===== config.mk =====
export PLATFORM = sky130hd
export DESIGN_NAME = c_syntax_balance_checker_core
export DESIGN_NICKNAME = d
export VERILOG_FILES = /design/src/rtl/core/csbc_pkg.sv /design/src/rtl/core/csbc_counter.sv /design/src/rtl/core/c_syntax_balance_checker_core.sv
export SDC_FILE = /design/constraint.sdc
export NUM_CORES = 1
export LEC_CHECK = 0
export BUFFER_PORTS_ARGS = -buffer_cell sky130_fd_sc_hd__buf_2
export CAP_MARGIN = 20
export CORE_MARGIN = 1
export CORE_UTILIZATION = 64
export DETAILED_ROUTE_END_ITERATION = 7
export GPL_ROUTABILITY_DRIVEN = 0
export HOLD_SLACK_MARGIN = 0.06
export PLACE_DENSITY = 0.87
export SLEW_MARGIN = 20
export SYNTH_ARGS = -nofsm -noshare
export SYNTH_HDL_FRONTEND = slang
export SYNTH_SLANG_ARGS = --single-unit

===== constraint.sdc =====
create_clock -name clk -period 5.5 [get_ports clk]
set_input_delay 0.55 -clock clk [delete_from_list [all_inputs] [get_ports clk]]
set_output_delay 0.55 -clock clk [all_outputs]
set_load 0.05 [all_outputs]

===== src/rtl/core/csbc_pkg.sv =====
// ----------------------------------------------------------------------------
// csbc_pkg
// Shared types and byte codes for the C syntax balance checker.
// ----------------------------------------------------------------------------
package csbc_pkg;

	// Lexer modes
	typedef enum logic [2:0] {
		MODE_NORMAL     = 3'd0,
		MODE_SLASH      = 3'd1,
		MODE_COMMENT    = 3'd2,
		MODE_CSTAR      = 3'd3,
		MODE_STRING     = 3'd4,
		MODE_STRING_ESC = 3'd5,
		MODE_CHAR       = 3'd6,
		MODE_CHAR_ESC   = 3'd7
	} mode_t;

	// ASCII codes
	localparam logic [7:0] CH_LPAREN    = 8'h28;
	localparam logic [7:0] CH_RPAREN    = 8'h29;
	localparam logic [7:0] CH_LBRACKET  = 8'h5B;
	localparam logic [7:0] CH_RBRACKET  = 8'h5D;
	localparam logic [7:0] CH_LBRACE    = 8'h7B;
	localparam logic [7:0] CH_RBRACE    = 8'h7D;
	localparam logic [7:0] CH_DQUOTE    = 8'h22;
	localparam logic [7:0] CH_SQUOTE    = 8'h27;
	localparam logic [7:0] CH_BACKSLASH = 8'h5C;
	localparam logic [7:0] CH_SLASH     = 8'h2F;
	localparam logic [7:0] CH_STAR      = 8'h2A;

	// Width of a reported net count
	localparam int RPT_WIDTH = 16;

	// Per-item control for one net counter
	typedef struct packed {
		logic up;     // opening byte seen
		logic down;   // closing byte seen
		logic clear;  // end of text: reload zero after this item
		logic en;     // an item is processed this cycle
	} cnt_ctl_t;

endpackage


===== src/rtl/core/csbc_counter.sv =====
// ----------------------------------------------------------------------------
// csbc_counter
// Saturating signed net counter with clamped 16-bit report value.
// ----------------------------------------------------------------------------
module csbc_counter
	import csbc_pkg::*;
#(
	parameter int COUNT_WIDTH = 16
) (
	input  logic                        clk,
	input  logic                        arst_n,
	input  cnt_ctl_t                    ctl,
	output logic                        hit,      // limit reached on this item
	output logic                        clamped,  // report value was clamped
	output logic                        is_zero,
	output logic [RPT_WIDTH-1:0]        rpt
);

	localparam logic [COUNT_WIDTH-1:0] CNT_MAX = {1'b0, {(COUNT_WIDTH-1){1'b1}}};
	localparam logic [COUNT_WIDTH-1:0] CNT_MIN = {1'b1, {(COUNT_WIDTH-1){1'b0}}};
	localparam logic [COUNT_WIDTH-1:0] CNT_ONE = {{(COUNT_WIDTH-1){1'b0}}, 1'b1};

	logic [COUNT_WIDTH-1:0] cnt_q;
	logic [COUNT_WIDTH-1:0] cnt_d;

	always_comb begin
		cnt_d = cnt_q;
		hit   = 1'b0;
		if (ctl.up) begin
			if (cnt_q == CNT_MAX) begin
				hit = 1'b1;
			end else begin
				cnt_d = cnt_q + CNT_ONE;
			end
		end else if (ctl.down) begin
			if (cnt_q == CNT_MIN) begin
				hit = 1'b1;
			end else begin
				cnt_d = cnt_q - CNT_ONE;
			end
		end
	end

	assign is_zero = (cnt_d == '0);

	generate
		if (COUNT_WIDTH > RPT_WIDTH) begin : g_wide
			logic over;
			logic under;
			assign over  = !cnt_d[COUNT_WIDTH-1] && (|cnt_d[COUNT_WIDTH-2:RPT_WIDTH-1]);
			assign under = cnt_d[COUNT_WIDTH-1] && !(&cnt_d[COUNT_WIDTH-2:RPT_WIDTH-1]);
			assign clamped = over || under;
			assign rpt = over  ? {1'b0, {(RPT_WIDTH-1){1'b1}}} :
			             under ? {1'b1, {(RPT_WIDTH-1){1'b0}}} :
			                     cnt_d[RPT_WIDTH-1:0];
		end else if (COUNT_WIDTH == RPT_WIDTH) begin : g_equal
			assign clamped = 1'b0;
			assign rpt     = cnt_d;
		end else begin : g_narrow
			assign clamped = 1'b0;
			assign rpt     = {{(RPT_WIDTH-COUNT_WIDTH){cnt_d[COUNT_WIDTH-1]}}, cnt_d};
		end
	endgenerate

	always_ff @(posedge clk or negedge arst_n) begin
		if (!arst_n) begin
			cnt_q <= '0;
		end else if (ctl.en) begin
			cnt_q <= ctl.clear ? '0 : cnt_d;
		end
	end

endmodule


===== src/rtl/core/c_syntax_balance_checker_core.sv =====
// ----------------------------------------------------------------------------
// c_syntax_balance_checker_core
// Streaming C comment stripper and bracket balance checker.
// ----------------------------------------------------------------------------
// Takes C source one byte per item on the s_ stream (byte in s_tdata, s_tlast
// on the final byte of a text) and returns one report item per text on the
// m_ stream, sent after the last byte. Block comments are skipped; string and
// char literals, with backslash escapes, are tracked so that brackets inside
// them are not counted. Net counts of (), [] and {} are COUNT_WIDTH bits wide,
// saturate at their signed limits and set count_saturated; wider counts are
// clamped to 16 bits on report, which also sets count_saturated. After the
// report all state returns to its reset values. Throughput is one byte per
// cycle unless a last byte stalls: each byte waits in the input register
// while the lexer mode and the three counters update from it, and the
// report of a last byte is registered in the output register the same cycle.
// The input side keeps accepting bytes while a report waits; only a second
// last byte stalls until the pending report is taken.
// ----------------------------------------------------------------------------
module c_syntax_balance_checker_core
	import csbc_pkg::*;
#(
	parameter int COUNT_WIDTH = 16
) (
	input  logic        clk,
	input  logic        arst_n,
	input  logic        s_tvalid,
	output logic        s_tready,
	input  logic [7:0]  s_tdata,   // [7:0] char_byte
	input  logic        s_tlast,   // end_of_text
	output logic        m_tvalid,
	input  logic        m_tready,
	// [0] open_string, [1] open_char_const, [17:2] paren_net,
	// [33:18] bracket_net, [49:34] brace_net, [50] count_saturated,
	// [51] all_balanced, [55:52] zero
	output logic [55:0] m_tdata
);

	// Input register
	logic       valid_s1;
	logic [7:0] byte_s1;
	logic       last_s1;

	// Lexer state
	mode_t mode_q;
	mode_t mode_d;
	logic  sat_q;

	// Output register
	logic        out_valid_q;
	logic [55:0] out_data_q;

	logic process;   // the byte in the input register is consumed now
	logic code_evt;  // byte is handled as ordinary code

	// A last byte needs the output register free (or freeing this cycle).
	assign process  = valid_s1 && (!last_s1 || !out_valid_q || m_tready);
	assign s_tready = !valid_s1 || process;

	always_ff @(posedge clk or negedge arst_n) begin
		if (!arst_n) begin
			valid_s1 <= 1'b0;
		end else if (s_tready) begin
			valid_s1 <= s_tvalid;
		end
	end

	always_ff @(posedge clk) begin
		if (s_tready && s_tvalid) begin
			byte_s1 <= s_tdata;
			last_s1 <= s_tlast;
		end
	end

	// Next mode; code bytes come from normal mode or a held slash not
	// followed by a star.
	always_comb begin
		code_evt = 1'b0;
		mode_d   = mode_q;
		case (mode_q)
			MODE_NORMAL, MODE_SLASH: begin
				if (mode_q == MODE_SLASH && byte_s1 == CH_STAR) begin
					mode_d = MODE_COMMENT;
				end else begin
					code_evt = 1'b1;
					if (byte_s1 == CH_SLASH) begin
						mode_d = MODE_SLASH;
					end else if (byte_s1 == CH_DQUOTE) begin
						mode_d = MODE_STRING;
					end else if (byte_s1 == CH_SQUOTE) begin
						mode_d = MODE_CHAR;
					end else begin
						mode_d = MODE_NORMAL;
					end
				end
			end
			MODE_COMMENT: begin
				mode_d = (byte_s1 == CH_STAR) ? MODE_CSTAR : MODE_COMMENT;
			end
			MODE_CSTAR: begin
				if (byte_s1 == CH_SLASH) begin
					mode_d = MODE_NORMAL;
				end else if (byte_s1 == CH_STAR) begin
					mode_d = MODE_CSTAR;
				end else begin
					mode_d = MODE_COMMENT;
				end
			end
			MODE_STRING: begin
				if (byte_s1 == CH_BACKSLASH) begin
					mode_d = MODE_STRING_ESC;
				end else if (byte_s1 == CH_DQUOTE) begin
					mode_d = MODE_NORMAL;
				end else begin
					mode_d = MODE_STRING;
				end
			end
			MODE_STRING_ESC: mode_d = MODE_STRING;
			MODE_CHAR: begin
				if (byte_s1 == CH_BACKSLASH) begin
					mode_d = MODE_CHAR_ESC;
				end else if (byte_s1 == CH_SQUOTE) begin
					mode_d = MODE_NORMAL;
				end else begin
					mode_d = MODE_CHAR;
				end
			end
			MODE_CHAR_ESC: mode_d = MODE_CHAR;
			default: mode_d = MODE_NORMAL;
		endcase
	end

	// Counter controls
	cnt_ctl_t ctl_paren, ctl_bracket, ctl_brace;

	always_comb begin
		ctl_paren.en      = process;
		ctl_paren.clear   = last_s1;
		ctl_paren.up      = code_evt && byte_s1 == CH_LPAREN;
		ctl_paren.down    = code_evt && byte_s1 == CH_RPAREN;
		ctl_bracket.en    = process;
		ctl_bracket.clear = last_s1;
		ctl_bracket.up    = code_evt && byte_s1 == CH_LBRACKET;
		ctl_bracket.down  = code_evt && byte_s1 == CH_RBRACKET;
		ctl_brace.en      = process;
		ctl_brace.clear   = last_s1;
		ctl_brace.up      = code_evt && byte_s1 == CH_LBRACE;
		ctl_brace.down    = code_evt && byte_s1 == CH_RBRACE;
	end

	logic                 hit_p, hit_k, hit_b;
	logic                 clp_p, clp_k, clp_b;
	logic                 zero_p, zero_k, zero_b;
	logic [RPT_WIDTH-1:0] rpt_p, rpt_k, rpt_b;

	csbc_counter #(.COUNT_WIDTH(COUNT_WIDTH)) u_paren (
		.clk(clk), .arst_n(arst_n), .ctl(ctl_paren),
		.hit(hit_p), .clamped(clp_p), .is_zero(zero_p), .rpt(rpt_p)
	);

	csbc_counter #(.COUNT_WIDTH(COUNT_WIDTH)) u_bracket (
		.clk(clk), .arst_n(arst_n), .ctl(ctl_bracket),
		.hit(hit_k), .clamped(clp_k), .is_zero(zero_k), .rpt(rpt_k)
	);

	csbc_counter #(.COUNT_WIDTH(COUNT_WIDTH)) u_brace (
		.clk(clk), .arst_n(arst_n), .ctl(ctl_brace),
		.hit(hit_b), .clamped(clp_b), .is_zero(zero_b), .rpt(rpt_b)
	);

	// Report fields
	logic sat_d;
	logic open_s;
	logic open_c;
	logic sat_rpt;
	logic balanced;

	assign sat_d    = sat_q || hit_p || hit_k || hit_b;
	assign open_s   = (mode_d == MODE_STRING) || (mode_d == MODE_STRING_ESC);
	assign open_c   = (mode_d == MODE_CHAR) || (mode_d == MODE_CHAR_ESC);
	assign sat_rpt  = sat_d || clp_p || clp_k || clp_b;
	assign balanced = !open_s && !open_c && zero_p && zero_k && zero_b;

	always_ff @(posedge clk or negedge arst_n) begin
		if (!arst_n) begin
			mode_q <= MODE_NORMAL;
			sat_q  <= 1'b0;
		end else if (process) begin
			mode_q <= last_s1 ? MODE_NORMAL : mode_d;
			sat_q  <= last_s1 ? 1'b0 : sat_d;
		end
	end

	// Output register
	always_ff @(posedge clk or negedge arst_n) begin
		if (!arst_n) begin
			out_valid_q <= 1'b0;
		end else if (process && last_s1) begin
			out_valid_q <= 1'b1;
		end else if (m_tready) begin
			out_valid_q <= 1'b0;
		end
	end

	always_ff @(posedge clk) begin
		if (process && last_s1) begin
			out_data_q <= {4'b0000, balanced, sat_rpt, rpt_b, rpt_k, rpt_p, open_c, open_s};
		end
	end

	assign m_tvalid = out_valid_q;
	assign m_tdata  = out_data_q;

endmodule

==> results.py <==
metrics = {
    "pwr": {
        "clkPwrFrac_pct": 42.8,
        "power_density_mw_per_mm2": 298.4,
        "internal_power_uw": 1632,
        "vdd_ir_drop_max_mv": 0.3636,
        "power_frac_seq_pct": 43.4,
        "swShare_pct": 28.75,
        "combPwrFrac_pct": 13.8,
        "leakagePower_uw": 0.003254,
        "p_switching_uw": 658.6,
        "p_total_uw": 2291,
    },
    "critical_path": {
        "cpMostUsedCell": "or4_1",
        "critPathRequiredTime_ns": 5.86,
        "crit_type": "reg -> reg",
        "crit_path_end_kind": "flip-flop",
        "r2r_cells": 8,
        "cp.arrival_ns": 4.27,
        "critPathMaxStageDelay_ns": 0.60,
        "crit_slowest_cell": "or4_1",
        "start_kind": "flip-flop",
        "crit_fanout": 12,
        "path_cells": "nor2_1 > nand4_1 > nor4b_1 > a21oi_1 > xnor2_1 > or4_1 > or4_1 > nor4_2",
    },
    "floorplanning": {
        "start_util_pct": 66.01,
        "io_pins": 71,
        "core_area_mm2": 0.01037,
        "die_area_mm2": 0.01111,
        "die_w_um": 105.4,
        "chipHeight_um": 105.4,
        "num_rows": 37,
    },
    "synth": {
        "synth_top_family_by_area": "simple AND/OR/NAND/NOR gates",
        "synth-edff-count": 61,
        "synth.area.top_cells": "edfxtp_1 27%, dfrtp_1 20%, a22o_1 4.0%, nand2_1 2.8%, o21ai_0 2.7%",
        "synth-compound-area-share_pct": 14.93,
        "synth_mux_area_share_pct": 1.389,
        "ys_seq_elements": 115,
        "synth_adder_area_share_pct": 1.645,
        "yosys.area_share.simple_pct": 26.36,
        "synth-async-reset-ratio_pct": 46.96,
        "synth_area_leader_cell": "edfxtp_1",
        "seq_area_frac_synth_pct": 46.50,
        "synth_area_mm2": 0.006845,
        "yosys.area.top_type_share_pct": 26.76,
        "synth_ff_type": "edfxtp_1",
        "synth_cells": 694,
        "yosys_warnings": 0,
        "synth_xor_area_share_pct": 4.222,
        "syn-mean-instance-area_um2": 9.864,
        "ys_types": 73,
    },
    "global_route": {
        "antenna_found_initial": 0,
        "grt_max_degree": 55,
        "grt_util_all_layers_pct": 34.52,
        "grt_pass1_wl_mm": 29.23,
        "grt_overflow": 0,
        "grt_pass1_vias": 5631,
    },
    "routing": {
        "drt-initial-drc-count": 866,
        "route.detailed.drc": 1,
        "vias_per_cell": 7.002,
        "wl_per_cell_um": 20.81,
        "vias": 6127,
        "routed_wl_mm": 18.21,
        "drt_pass1_iterations": 8,
        "ant_nets": 0,
    },
    "timing": {
        "slew_headroom_pct": 26.11,
        "finalHoldViolations": 0,
        "final_max_slew_viol_count": 0,
        "setup_viol": 0,
        "timing.final.crit_share_pct": 71.11,
        "rsz0062_at_grt": "false",
        "period_minus_slack_ns": 3.911,
        "tightest_slew_ns": 1.100,
        "setup_tns_ns": 0,
        "worst_clock_skew_ns": 0.008812,
        "clock.fmax_mhz": 255.7,
    },
    "clock_network": {
        "cts_root_buf": "clkbuf_8",
        "cts_resized": 0,
        "cts_tree": "yes",
        "clkTransAtPathRegs_ns": 0.06,
        "worstSkewPairLatency_ns": 0.54,
        "cts_buffers": 17,
        "clock-sinks": 115,
        "cts_buffer_depth": 2,
        "postCtsHoldBufs": 0,
        "htreeDepth": 4,
        "cts_setup_buffers": 0,
    },
    "outcome": {
        "status": "finished with violations",
        "violations": "design-rule violations",
    },
    "final_layout": {
        "drive_gt1_share_pct": 16.37,
        "area_delta_synth_final_pct": 12.14,
        "fillers": 729,
        "insertedDiodeCount": 0,
        "nNetsFinal": 748,
    },
    "min_path": {
        "holdCritPathClass": "in -> async",
    },
    "flow_run": {
        "cap_violations": 0,
    },
    "placement": {
        "io_buffers": 66,
        "hpwl_mm": 12.67,
    },
}
-- power by group through the flow --
stage	combinational, µW	clock (µW)	sequential, µW
global route	336	1030	998
global placement	303	0	1000
floorplan	171	0	1060
CTS	311	992	992
finish	316	980	994
detailed placement	310	0	1010
-- kinds of logic (layout without fill, tap and decap cells) --
kind of cell,after synthesis,in the layout
AND/OR/NAND/NOR,302,302
AO/OA/AOI/OAI,145,145
buffers and inverters,81,123
multiplexers,8,8
flip-flops,115,115
XOR/XNOR,33,33
adder cells (fa/ha/maj),9,9
other,1,4
-- metrics by stage --
step / instance area, µm² / setup slack [ns] / hold slack, ns / utilization (%) / instances
finish: 7676 / 1.589 / 0.1522 / 74.02 / 875
global route: 7676 / 1.311 / 0.1649 / 74.02 / 875
CTS: 7676 / 1.711 / 0.1748 / 74.02 / 875
detailed placement: 7142 / 1.734 / 0.5088 / 68.87 / 843
global placement: 7142 / 1.854 / 0.4959 / 68.87 / 843
floorplan: 6857 / 1.831 / 0.2544 / - / 697
-- cell usage after synthesis (11+ instances only) --
cell type / instances
a22o_1: 31
edfxtp_1: 61
xnor2_1: 12
nand4_1: 24
nor2_1: 36
a21oi_1: 15
clkbuf_1: 45
or4_1: 11
nor3_1: 28
inv_1: 22
and3_1: 14
nor4_1: 22
nand3_1: 34
xor2_1: 21
and4_1: 11
nand2_1: 51
dfrtp_1: 54
o21ai_0: 37
-- final timing paths --
check | startpoint | endpoint | slack [ns]
min in group clk | s_tdata[3] | byte_s1[3]$_DFFE_PP_ | 0.19
worst min-delay path | arst_n | u_paren.cnt_q[9]$_DFFE_PN0P_ | 0.15
worst max-delay path | mode_q[2]$_DFFE_PN0P_ | m_tdata[51]$_DFFE_PP_ | 1.59
worst max register to register | mode_q[2]$_DFFE_PN0P_ | m_tdata[51]$_DFFE_PP_ | 1.59
max in group asynchronous | arst_n | u_bracket.cnt_q[11]$_DFFE_PN0P_ | 4.85
worst min register to register | sat_q$_DFFE_PN0P_ | sat_q$_DFFE_PN0P_ | 0.52
-- final cells by class --
cell class	instances	area, µm²	share of cell area (%)
inverter	22	82.58	1.076
sequential	115	3183	41.47
clock inverter	14	116.4	1.516
multi-input combinational	501	3353	43.68
tap	136	170.2	2.217
timing repair buffer	69	352.8	4.597
clock buffer	18	417.9	5.444
-- state kept, by name, summed over array words and instances, names as in the netlist --
signal and flops:
byte_s1 8, last_s1 1, mode_q 3, valid_s1 1, u_brace.cnt_q 16, sat_q 1
m_tvalid 1, u_paren.cnt_q 16, u_bracket.cnt_q 16, m_tdata 52
-- cell usage in the layout, fill, tap and decap left out, types with 4 or more instances in the layout --
master      Yosys  final
and2_1          6      6
mux2i_1         5      5
xnor2_1        12     12
clkinv_2        0      4
clkinvlp_4      0      6
buf_2           7     66
or2_2           4      4
edfxtp_1       61     61
clkbuf_16       0     16
and4b_1        10     10
a21oi_1        15     15
conb_1          1      4
nor3_1         28     28
a22o_1         31     31
nand4b_1        7      7
inv_1          22     22
nand3_1        34     34
o21ai_0        37     37
o31ai_1         5      5
nand2_1        51     51
o32ai_1         5      5
and4_1         11     11
a21boi_0        4      4
nor4_1         22     22
xor2_1         21     21
nor2b_1         7      7
nor4b_1         5      5
or3_1           5      5
a31oi_1         6      6
and3_1         14     14
ha_1            9      9
o22ai_1         7      7
nor2_1         36     34
dfrtp_1        54     54
nand4_1        24     24
or4_1          11     11
o21a_1          4      4
-- routing by layer --
layer	global-route usage, %	vias to the layer above	part of all wire (%)
met4	16.80	0	4.8
met3	10.82	81	11
li1	-	2713	-
met1	45.71	2884	40
met2	51.55	449	45
met5	0	-	0
-- worst max-delay path, delay by kind of cell, from the launching register on --
kind            cells  cell delay, ns
xor+xnor            1            0.19
compound gates      1            0.16
flops               1            0.50
simple gates        6            2.88
No activity file was read; power rests on OpenSTA's default activity.
